### src/pwmcap_pkg.sv
// ----------------------------------------------------------------------------
// pwmcap_pkg: shared types and constants for dual PWM input capture
// Field widths, configuration codes and per-channel state layout.
// ----------------------------------------------------------------------------
package pwmcap_pkg;

    localparam int NUM_CHANNELS = 2;
    localparam int TS_W         = 32;
    localparam int CFG_IDX_W    = 1;

    localparam logic [TS_W-1:0] PERIOD_MIN_RST = 32'd1;
    localparam logic [TS_W-1:0] PERIOD_MAX_RST = 32'hFFFF_FFFF;

    typedef enum logic [0:0] {
        OP_EDGE = 1'b0,
        OP_READ = 1'b1
    } t_op;

    typedef enum logic [CFG_IDX_W-1:0] {
        REG_PERIOD_MIN = 1'b0,
        REG_PERIOD_MAX = 1'b1
    } t_cfg_reg;

    typedef struct packed {
        logic [TS_W-1:0] period_min;
        logic [TS_W-1:0] period_max;
    } t_cfg;

    typedef struct packed {
        logic            operation;
        logic            channel;
        logic            level;
        logic [TS_W-1:0] timestamp_us;
    } t_item;

    typedef struct packed {
        logic [TS_W-1:0] period;
        logic [TS_W-1:0] high_time;
        logic            valid_flag;
        logic            fresh_flag;
        logic [TS_W-1:0] edge_cnt;
        logic [TS_W-1:0] period_rej;
        logic [TS_W-1:0] pulse_rej;
        logic [TS_W-1:0] edge_time;
        logic [TS_W-1:0] rise_time;
        logic [TS_W-1:0] fall_time;
        logic [TS_W-1:0] valid_time;
    } t_chan_state;

endpackage

### src/pwmcap_item_if.sv
// ----------------------------------------------------------------------------
// pwmcap_item_if: input item channel
// Edge event or snapshot read, valid/ready handshake.
// ----------------------------------------------------------------------------
interface pwmcap_item_if;
    logic        valid;
    logic        ready;
    logic        operation;
    logic        channel;
    logic        level;
    logic [31:0] timestamp_us;

    modport source (output valid, operation, channel, level, timestamp_us, input ready);
    modport sink   (input valid, operation, channel, level, timestamp_us, output ready);
endinterface

### src/pwmcap_result_if.sv
// ----------------------------------------------------------------------------
// pwmcap_result_if: result channel
// One channel snapshot per beat, valid/ready handshake.
// ----------------------------------------------------------------------------
interface pwmcap_result_if;
    logic        valid;
    logic        ready;
    logic [31:0] period;
    logic [31:0] high_time;
    logic        sample_valid;
    logic        fresh_sample;
    logic [31:0] edges_seen;
    logic [31:0] periods_rejected;
    logic [31:0] pulses_rejected;
    logic [31:0] edge_stamp;
    logic [31:0] rise_stamp;
    logic [31:0] fall_stamp;
    logic [31:0] valid_stamp;
    logic        result_channel;

    modport source (
        output valid, period, high_time, sample_valid, fresh_sample, edges_seen,
               periods_rejected, pulses_rejected, edge_stamp, rise_stamp,
               fall_stamp, valid_stamp, result_channel,
        input  ready
    );
    modport sink (
        input  valid, period, high_time, sample_valid, fresh_sample, edges_seen,
               periods_rejected, pulses_rejected, edge_stamp, rise_stamp,
               fall_stamp, valid_stamp, result_channel,
        output ready
    );
endinterface

### src/pwmcap_cfg_regs.sv
// ----------------------------------------------------------------------------
// pwmcap_cfg_regs: period window registers
// Write-only register file holding the accepted period window.
// ----------------------------------------------------------------------------
module pwmcap_cfg_regs (
    input  logic                              i_clk,
    input  logic                              i_rst_n,
    input  logic                              i_we,
    input  logic [pwmcap_pkg::CFG_IDX_W-1:0]  i_index,
    input  logic [pwmcap_pkg::TS_W-1:0]       i_data,
    output pwmcap_pkg::t_cfg                  o_cfg
);
    import pwmcap_pkg::*;

    t_cfg r_cfg;
    t_cfg n_cfg;

    always_comb begin
        n_cfg = r_cfg;
        if (i_we) begin
            unique case (t_cfg_reg'(i_index))
                REG_PERIOD_MIN: n_cfg.period_min = i_data;
                REG_PERIOD_MAX: n_cfg.period_max = i_data;
                default:        n_cfg = r_cfg;
            endcase
        end
    end

    always_ff @(posedge i_clk) begin
        if (!i_rst_n) begin
            r_cfg.period_min <= PERIOD_MIN_RST;
            r_cfg.period_max <= PERIOD_MAX_RST;
        end else begin
            r_cfg <= n_cfg;
        end
    end

    assign o_cfg = r_cfg;

endmodule

### src/pwmcap_edge_unit.sv
// ----------------------------------------------------------------------------
// pwmcap_edge_unit: per-item channel state update
// Applies one edge or read to a channel's state; gives snapshot and write-back.
// ----------------------------------------------------------------------------
module pwmcap_edge_unit (
    input  pwmcap_pkg::t_item       i_item,
    input  pwmcap_pkg::t_cfg        i_cfg,
    input  pwmcap_pkg::t_chan_state i_cur,
    output pwmcap_pkg::t_chan_state o_snap,
    output pwmcap_pkg::t_chan_state o_store
);
    import pwmcap_pkg::*;

    logic [TS_W-1:0] w_span;
    logic            w_has_rise;
    logic            w_in_window;
    logic            w_pulse_ok;
    t_chan_state     w_nxt;

    // wraps mod 2^32
    assign w_span      = i_item.timestamp_us - i_cur.rise_time;
    assign w_has_rise  = (i_cur.rise_time != '0);
    assign w_in_window = (w_span >= i_cfg.period_min) && (w_span <= i_cfg.period_max);
    assign w_pulse_ok  = (w_span != '0) && (w_span < i_cur.period);

    always_comb begin
        w_nxt = i_cur;
        if (t_op'(i_item.operation) == OP_EDGE) begin
            w_nxt.edge_time = i_item.timestamp_us;
            w_nxt.edge_cnt  = i_cur.edge_cnt + 32'd1;
            if (i_item.level) begin
                if (w_has_rise) begin
                    if (w_in_window) begin
                        w_nxt.period = w_span;
                    end else begin
                        w_nxt.period_rej = i_cur.period_rej + 32'd1;
                    end
                end
                w_nxt.rise_time = i_item.timestamp_us;
            end else if (w_has_rise && (i_cur.period != '0)) begin
                if (w_pulse_ok) begin
                    w_nxt.fall_time  = i_item.timestamp_us;
                    w_nxt.high_time  = w_span;
                    w_nxt.valid_time = i_item.timestamp_us;
                    w_nxt.valid_flag = 1'b1;
                    w_nxt.fresh_flag = 1'b1;
                end else begin
                    w_nxt.pulse_rej = i_cur.pulse_rej + 32'd1;
                end
            end
        end
    end

    // a read reports the flag, then clears it
    always_comb begin
        o_store = w_nxt;
        if (t_op'(i_item.operation) == OP_READ) begin
            o_store.fresh_flag = 1'b0;
        end
    end

    assign o_snap = w_nxt;

endmodule

### src/dual_pwm_input_capture.sv
// ----------------------------------------------------------------------------
// dual_pwm_input_capture: two-channel PWM period / high-time capture
// Measures rise-to-rise period and high time per channel from edge beats and
// returns a channel snapshot for every beat.
// ----------------------------------------------------------------------------
//
//  Channel    Dir  Handshake           Beat contents
//  i_item     in   valid/ready         operation, channel, level, timestamp_us
//  o_result   out  valid/ready         channel snapshot (period ... stamps)
//  i_cfg_*    in   write enable only   register index, 32-bit data
//
//  Throughput: one beat per clock while o_result is ready; a beat passes the
//  input register, then the state update into the result register.
//  The per-channel state is read and written in the same cycle as the update,
//  so back-to-back beats on one channel see each other's effect.
//  Reset: synchronous, active low; clears all channel state, loads the
//  period window to [1, 0xFFFFFFFF] and empties both pipeline registers.
//  Stalls: while o_result is held, the input register still fills; ready
//  drops only when both registers hold beats.
// ----------------------------------------------------------------------------
module dual_pwm_input_capture (
    input  logic                             i_clk,
    input  logic                             i_rst_n,
    pwmcap_item_if.sink                      i_item,
    pwmcap_result_if.source                  o_result,
    input  logic                             i_cfg_we,
    input  logic [pwmcap_pkg::CFG_IDX_W-1:0] i_cfg_index,
    input  logic [pwmcap_pkg::TS_W-1:0]      i_cfg_data
);
    import pwmcap_pkg::*;

    // Config window
    t_cfg w_cfg;

    pwmcap_cfg_regs u_cfg (
        .i_clk   (i_clk),
        .i_rst_n (i_rst_n),
        .i_we    (i_cfg_we),
        .i_index (i_cfg_index),
        .i_data  (i_cfg_data),
        .o_cfg   (w_cfg)
    );

    // Result register
    logic        r_out_valid;
    t_chan_state r_out_snap;
    logic        r_out_channel;

    // Input register
    logic  r_in_valid;
    t_item r_in;
    logic  w_advance;
    logic  w_in_take;

    assign w_advance = r_in_valid && (!r_out_valid || o_result.ready);
    assign w_in_take = i_item.valid && i_item.ready;
    assign i_item.ready = !r_in_valid || w_advance;

    always_ff @(posedge i_clk) begin
        if (!i_rst_n) begin
            r_in_valid <= 1'b0;
        end else if (w_in_take) begin
            r_in_valid <= 1'b1;
        end else if (w_advance) begin
            r_in_valid <= 1'b0;
        end
    end

    always_ff @(posedge i_clk) begin
        if (w_in_take) begin
            r_in.operation    <= i_item.operation;
            r_in.channel      <= i_item.channel;
            r_in.level        <= i_item.level;
            r_in.timestamp_us <= i_item.timestamp_us;
        end
    end

    // Per-channel state: 290 flops per channel, reset to zero
    t_chan_state r_chan [NUM_CHANNELS];
    t_chan_state w_cur;
    t_chan_state w_snap;
    t_chan_state w_store;
    logic        w_present;

    // channel numbers beyond the built channels are ignored
    assign w_present = (32'(r_in.channel) < 32'(NUM_CHANNELS));
    assign w_cur     = w_present ? r_chan[r_in.channel] : '0;

    pwmcap_edge_unit u_edge (
        .i_item  (r_in),
        .i_cfg   (w_cfg),
        .i_cur   (w_cur),
        .o_snap  (w_snap),
        .o_store (w_store)
    );

    always_ff @(posedge i_clk) begin
        if (!i_rst_n) begin
            for (int k = 0; k < NUM_CHANNELS; k++) begin
                r_chan[k] <= '0;
            end
        end else if (w_advance && w_present) begin
            r_chan[r_in.channel] <= w_store;
        end
    end

    always_ff @(posedge i_clk) begin
        if (!i_rst_n) begin
            r_out_valid <= 1'b0;
        end else if (w_advance) begin
            r_out_valid <= 1'b1;
        end else if (o_result.ready) begin
            r_out_valid <= 1'b0;
        end
    end

    always_ff @(posedge i_clk) begin
        if (w_advance) begin
            r_out_snap    <= w_present ? w_snap : '0;
            r_out_channel <= r_in.channel;
        end
    end

    assign o_result.valid            = r_out_valid;
    assign o_result.period           = r_out_snap.period;
    assign o_result.high_time        = r_out_snap.high_time;
    assign o_result.sample_valid     = r_out_snap.valid_flag;
    assign o_result.fresh_sample     = r_out_snap.fresh_flag;
    assign o_result.edges_seen       = r_out_snap.edge_cnt;
    assign o_result.periods_rejected = r_out_snap.period_rej;
    assign o_result.pulses_rejected  = r_out_snap.pulse_rej;
    assign o_result.edge_stamp       = r_out_snap.edge_time;
    assign o_result.rise_stamp       = r_out_snap.rise_time;
    assign o_result.fall_stamp       = r_out_snap.fall_time;
    assign o_result.valid_stamp      = r_out_snap.valid_time;
    assign o_result.result_channel   = r_out_channel;

endmodule

### src/flat_wrapper.sv
// flat-port wrapper written by rule: the top's interface ports become plain ports
module dual_pwm_input_capture_flat import pwmcap_pkg::*;
  (i_clk, i_rst_n, i_cfg_we, i_cfg_index, i_cfg_data, i_item_valid, i_item_operation, i_item_channel, i_item_level, i_item_timestamp_us, i_item_ready, o_result_valid, o_result_period, o_result_high_time, o_result_sample_valid, o_result_fresh_sample, o_result_edges_seen, o_result_periods_rejected, o_result_pulses_rejected, o_result_edge_stamp, o_result_rise_stamp, o_result_fall_stamp, o_result_valid_stamp, o_result_result_channel, o_result_ready);
  pwmcap_item_if i_item_i ();
  pwmcap_result_if o_result_i ();
  input  logic i_clk;
  input  logic i_rst_n;
  input  logic i_cfg_we;
  input  logic [pwmcap_pkg::CFG_IDX_W-1:0] i_cfg_index;
  input  logic [pwmcap_pkg::TS_W-1:0] i_cfg_data;
  input wire logic [$bits(i_item_i.valid)-1:0] i_item_valid;
  input wire logic [$bits(i_item_i.operation)-1:0] i_item_operation;
  input wire logic [$bits(i_item_i.channel)-1:0] i_item_channel;
  input wire logic [$bits(i_item_i.level)-1:0] i_item_level;
  input wire logic [$bits(i_item_i.timestamp_us)-1:0] i_item_timestamp_us;
  output wire logic [$bits(i_item_i.ready)-1:0] i_item_ready;
  output wire logic [$bits(o_result_i.valid)-1:0] o_result_valid;
  output wire logic [$bits(o_result_i.period)-1:0] o_result_period;
  output wire logic [$bits(o_result_i.high_time)-1:0] o_result_high_time;
  output wire logic [$bits(o_result_i.sample_valid)-1:0] o_result_sample_valid;
  output wire logic [$bits(o_result_i.fresh_sample)-1:0] o_result_fresh_sample;
  output wire logic [$bits(o_result_i.edges_seen)-1:0] o_result_edges_seen;
  output wire logic [$bits(o_result_i.periods_rejected)-1:0] o_result_periods_rejected;
  output wire logic [$bits(o_result_i.pulses_rejected)-1:0] o_result_pulses_rejected;
  output wire logic [$bits(o_result_i.edge_stamp)-1:0] o_result_edge_stamp;
  output wire logic [$bits(o_result_i.rise_stamp)-1:0] o_result_rise_stamp;
  output wire logic [$bits(o_result_i.fall_stamp)-1:0] o_result_fall_stamp;
  output wire logic [$bits(o_result_i.valid_stamp)-1:0] o_result_valid_stamp;
  output wire logic [$bits(o_result_i.result_channel)-1:0] o_result_result_channel;
  input wire logic [$bits(o_result_i.ready)-1:0] o_result_ready;
  assign i_item_i.valid = i_item_valid;
  assign i_item_i.operation = i_item_operation;
  assign i_item_i.channel = i_item_channel;
  assign i_item_i.level = i_item_level;
  assign i_item_i.timestamp_us = i_item_timestamp_us;
  assign i_item_ready = i_item_i.ready;
  assign o_result_valid = o_result_i.valid;
  assign o_result_period = o_result_i.period;
  assign o_result_high_time = o_result_i.high_time;
  assign o_result_sample_valid = o_result_i.sample_valid;
  assign o_result_fresh_sample = o_result_i.fresh_sample;
  assign o_result_edges_seen = o_result_i.edges_seen;
  assign o_result_periods_rejected = o_result_i.periods_rejected;
  assign o_result_pulses_rejected = o_result_i.pulses_rejected;
  assign o_result_edge_stamp = o_result_i.edge_stamp;
  assign o_result_rise_stamp = o_result_i.rise_stamp;
  assign o_result_fall_stamp = o_result_i.fall_stamp;
  assign o_result_valid_stamp = o_result_i.valid_stamp;
  assign o_result_result_channel = o_result_i.result_channel;
  assign o_result_i.ready = o_result_ready;
  dual_pwm_input_capture u_core (.i_clk(i_clk), .i_rst_n(i_rst_n), .i_item(i_item_i), .o_result(o_result_i), .i_cfg_we(i_cfg_we), .i_cfg_index(i_cfg_index), .i_cfg_data(i_cfg_data));
endmodule
### config.mk
export PLATFORM = sky130hd
export DESIGN_NAME = dual_pwm_input_capture_flat
export DESIGN_NICKNAME = d
export VERILOG_FILES = /design/src/pwmcap_pkg.sv /design/src/pwmcap_item_if.sv /design/src/pwmcap_result_if.sv /design/src/pwmcap_cfg_regs.sv /design/src/pwmcap_edge_unit.sv /design/src/dual_pwm_input_capture.sv /design/src/flat_wrapper.sv
export SDC_FILE = /design/constraint.sdc
export NUM_CORES = 2
export LEC_CHECK = 0
export ABC_AREA = 0
export ABC_CLOCK_PERIOD_IN_PS = 42500
export BUFFER_PORTS_ARGS = -buffer_cell sky130_fd_sc_hd__buf_2
export CAP_MARGIN = 20
export CORE_MARGIN = 4
export CORE_UTILIZATION = 66
export CTS_CLUSTER_SIZE = 30
export DETAILED_ROUTE_END_ITERATION = 8
export GPL_ROUTABILITY_DRIVEN = 0
export PLACE_DENSITY = 0.93
export SLEW_MARGIN = 5
export SYNTH_ARGS = -nofsm -noshare
export SYNTH_HDL_FRONTEND = slang
export SYNTH_HIERARCHICAL = 1
export SYNTH_SLANG_ARGS = --single-unit
### constraint.sdc
create_clock -name i_clk -period 42.5 [get_ports i_clk]
set_input_delay 2.125 -clock i_clk [delete_from_list [all_inputs] [get_ports i_clk]]
set_output_delay 2.125 -clock i_clk [all_outputs]
set_load 0.05 [all_outputs]
; ---- Word level (Yosys, flattened, before mapping)
; Memories as Yosys holds them, arrays and structs flattened. A register that Yosys moved wholly into a read port is not among the register bits.
; Cells that the tools add are included.
[op_classes]
bitwise_logic = 1
mux = 30
n_addsub = 4
n_reduce_logical = 17
magnitude_cmp = 3
[op_table]
columns = operator, n
row1 = 290-bit 2-to-1 mux, 2
row2 = 32-bit 2-to-1 mux, 10
row3 = 290-bit OR reduction, 1
row4 = 64-bit 2-to-1 mux, 3
row5 = 34-bit 2-to-1 mux, 3
row6 = 32-bit by 1-bit adder with 32-bit output (second input constant), 3
row7 = 32-bit nonzero test, 3
row8 = 32-bit >= comparator, 1
row9 = 32-bit less-or-equal comparator, 1
row10 = 32-bit less-than comparator, 1
row11 = 32-bit subtractor, 1
row12 = 1-bit 2-to-1 mux, 12
row13 = 1-bit logical AND, 5
row14 = 2-bit AND reduction, 2
row15 = 2-bit nonzero test, 2
row16 = 1-bit zero test, 2
row17 = 1-bit logical OR, 2
row18 = 1-bit NOT, 1
[totals]
ram_bits = 580
mem_count = 1
ff_bits = 392
output_inout_bits = 293
elab_cells = 76
[mem_list]
columns = memory, words, word_bits, rd, rd_clocked_by_memory_dff, write_ports, line
row1 = u_core.r_chan, 2, 290, 1, 1, 2, dual_pwm_input_capture.sv:79  ; t_chan_state r_chan [NUM_CHANNELS];

; ---- Depth between registers and ports, before layout
[depth]
depth_word = 9
depth_mapped = 29
ltp_nobuf = 23

; ---- Modules after synthesis
; The synthesis kept the hierarchy.
[by_module_without_submodules]
columns = mod, cells_each, instances, area_each_um2
row1 = dual_pwm_input_capture, 2021, 1, 40965.5
row2 = pwmcap_edge_unit, 1547, 1, 11031.8
row3 = pwmcap_cfg_regs, 285, 1, 2755.1

; ---- Worst setup path before layout
; No wires, ideal clock.
[synth_timing]
kind = input to register
from = in o_result_ready
to = mem u_core/r_chan[0][0] in the netlist's numbering, enable pin
arrival_ns = 23.554
path_slack_ns = 17.581
setup_ns = 1.365
stages = 4
t_required_ns = 41.135
path_buffers = 2
cell_sequence = nor2b_1 -> buf_6 -> buf_2 -> o31ai_1
[synth_rtl]
columns = element, line
row1 = "start, declared", flat_wrapper.sv:30  ; input wire logic [$bits(o_result_i.ready)-1:0] o_result_ready;
row2 = "end, declared", dual_pwm_input_capture.sv:79

==> results.yml <==
cells_and_area:
  largest-register: "u_core/r_chan"
  fin_nets: 4020
  area.growth.synth_to_final_pct: 5.80
  drive_above_1_share_pct: 39.9
  largest_register_ff_count: 580
critical_path:
  cp_max_fo: 56
  reg2reg_to: "u_core/r_chan[0][285]$_SDFFCE_PN0P_"
  crit_arrival_ns: 9.00
  cp-start-kind: "flip-flop"
  rrSetupSlack_ns: 33.83
  critPathCaptureType: "flip-flop"
  crit_type: "reg -> reg"
  rr_worst_depth: 25
  cp.required_ns: 42.83
clock_tree:
  root_buffer: "clkbuf_16"
  clock_latency_ns: 0.67
  cts.sinks: 973
  postCtsSetupRepairBufs: 0
  cts_max_path_buffers: 3
  numCtsBuffers: 100
  cts-resized-gates: 0
  cts_tree: "yes"
  cts_hold_buf: 0
  clk_pin_slew_ns: 0.06
  htreeDepth: 3
timing:
  rsz0062_at_grt: "false"
  worstMarginPinSlew_ns: 1.15
  min_period_ns: 8.67
  relSlewSlack_pct: 23.3
  period_share_pct: 20.4
  drv_slew: 0
  final.setup.tns_ns: 0
  finClkSkew_ns: 0.0354
  finalSetupViolations: 0
  hold_viol: 0
  fmaxAchievable_mhz: 115
synth:
  synth_edf_count: 906
  synth_area_um2: 54800
  synthTopCellsByArea: "edfxtp_1, nor4b_2, mux2_2"
  synthFlopType: "edfxtp_1"
  async_flop_share_pct: 0
  synth_fp_nets: 4056
  avgSynthCellArea_um2: 14.2
  synth_seq_cells: 973
  synthMostInstantiatedCell: "edfxtp_1"
  yosys.cell_types.count: 70
  yosys-top-cells-count: "edfxtp_1, nor4b_2, buf_4, mux2_2, inv_1"
  ys_warn_count: 6
  syn_inst: 3853
  yosysTopAreaCellShare_pct: 49.7
  seq_area_frac_synth_pct: 52.1
  synth_top_area_cell: "edfxtp_1"
place:
  dp_hpwl_um: 79600
  portBuffers: 365
die:
  start_util_pct: 66.7
  std_cell_rows: 105
  dieArea_um2: 87600
  core_um2: 82100
  die-width_um: 296
  num_io_pins: 366
  fp.dieH_um: 296
route:
  detail-route-antenna-nets: 0
  vias: 32900
  avgViaCountPerCell: 6.62
  drc: 0
  first_pass_iters: 6
  drt_wl_total_um: 131000
  wl_per_cell_um: 26.3
  drtIter0Drc: 3444
power_and_ir_drop:
  switching_share_pct: 29.0
  p_clk_share_pct: 34.8
  pwr_density_cell_nw_per_um2: 44.2
  power.switching_uw: 743
  p_comb_share_pct: 20.4
  power.leakage_uw: 0.0204
  ir_drop_uv: 39.8
  internal-power_uw: 1820
  power_frac_seq_pct: 44.8
  fin_total_pwr_uw: 2560
flow_run:
  cap_violations: 0
grt:
  grt_pass1_vias: 32600
  antenna_found_initial: 3
  grt_overflow: 0
  grt_max_degree: 158
  track_usage_pct: 29.1
  grt_pass1_wl_um: 197000
min_path:
  hp-start: "u_core/u_cfg/o_cfg[36]$_SDFFE_PN0P_"
  min_to: "u_core/u_cfg/o_cfg[36]$_SDFFE_PN0P_"
  hp-class: "reg -> reg"
  worstHoldPathCells: 2
outcome:
  status: "finished, final reports clean"
-- critical path, cell delays in order (launching register included) --
cell and delay [ns]:
dfxtp_4 0.68, buf_4 0.71, buf_4 0.71, mux2_2 0.30, inv_1 0.05, ha_1 0.41, nand4_1 0.17, nor3_1 0.40
nand2_1 0.10, nand3_1 0.16, a21oi_1 0.09, o41ai_1 0.46, xnor2_1 0.17, buf_4 0.21, ha_1 0.28, nand4_1 0.11
nor3_1 0.08, nand4_1 0.14, a31oi_1 0.08, a2111oi_0 0.58, nand4_1 0.24, a2bb2oi_4 0.17, buf_4 0.44, and2_2 0.80
mux2_2 0.44, nor4b_2 0.18
-- metal layers --
layer	GRT usage [%]	part of all wire, %
met4	13.1	4.8
met2	47.0	48
met3	5.68	9.3
met1	38.7	38
met5	0	0.010
-- stage by stage --
step / area, um^2 / utilization (%) / hold WS [ns] / worst slack (ns) / cells
after floorplan: 54800 / - / 0.421 / 17.58 / 3853
after global routing: 57900 / 70.5 / 0.478 / 33.43 / 4970
final: 57900 / 70.5 / 0.463 / 33.83 / 4973
after CTS: 57700 / 70.3 / 0.464 / 34.02 / 4961
after global placement: 54400 / 66.3 / 0.443 / 34.40 / 4775
after detailed placement: 54400 / 66.3 / 0.450 / 34.12 / 4776
-- worst max-delay path by stage --
stage	endpoint	slack, ns	from
3_5_place_dp	u_core/r_chan[0][273]$_SDFFCE_PN0P_	34.12	flip-flop
6_report	u_core/r_chan[0][285]$_SDFFCE_PN0P_	33.83	flip-flop
5_1_grt	u_core/r_chan[0][285]$_SDFFCE_PN0P_	33.43	flip-flop
3_3_place_gp	u_core/r_chan[0][274]$_SDFFCE_PN0P_	34.40	flip-flop
2_1_floorplan	u_core/r_chan[0][0]$_SDFFCE_PN0P_	17.58	o_result_ready
4_1_cts	u_core/r_chan[0][285]$_SDFFCE_PN0P_	34.02	flip-flop
-- logic make-up after synthesis --
group                      count (synthesis)  synth area share, %
AOI/OAI and AO/OA                        269                 3.38
buffers and inverters                    774                 9.07
DFF                                      973                 52.1
adders and majority gates                130                 2.98
and+or+nand+nor                         1111                 20.8
muxes                                    478                 9.75
xor gates and xnor gates                 118                 1.89
-- layout by cell type (no fill, tap or decap), types with 6 or more instances in the layout --
master,Yosys,layout
clkinv_1,0,24
nor3b_1,8,8
nor2b_1,14,10
nand4_1,41,41
nor4b_2,576,576
bufinv_16,0,13
buf_4,338,75
o211ai_2,31,31
nor3_1,48,48
o21ai_0,71,71
and3_1,24,24
nor2_1,51,50
nor4_1,38,38
mux2i_1,34,34
clkbuf_1,41,14
xnor2_1,47,47
a31oi_1,9,9
clkinv_2,0,16
o21a_1,8,8
clkbuf_16,0,102
buf_12,25,6
nand2b_1,14,14
dfxtp_1,67,66
nor4b_1,9,9
edfxtp_1,906,906
mux2_1,117,117
buf_2,151,364
a21o_1,34,34
nand2_1,172,172
o211ai_1,11,11
mux2_2,327,327
nand3_1,74,74
inv_1,184,184
xor2_1,71,71
buf_16,0,6
ha_1,129,129
or3_1,7,7
a21oi_1,65,64
-- power by group through the flow --
stage	logic [uW]	clock network (uW)	registers, uW
after floorplan	352	0	1240
after detailed placement	504	0	1160
final	523	891	1150
after global routing	549	947	1150
after CTS	510	902	1150
after global placement	489	0	1160
-- layout make-up --
type                    count  area (um^2)
diodes                      3         7.51
clock buffers             119         2620
clock inverters            66          683
fillers                  5067        24200
inverters                 185          702
multi-input cells        2106        21400
flip-flops and latches    973        28600
well taps                1070         1340
repair buffers            451         2670
(Power assumes the default switching activity.)
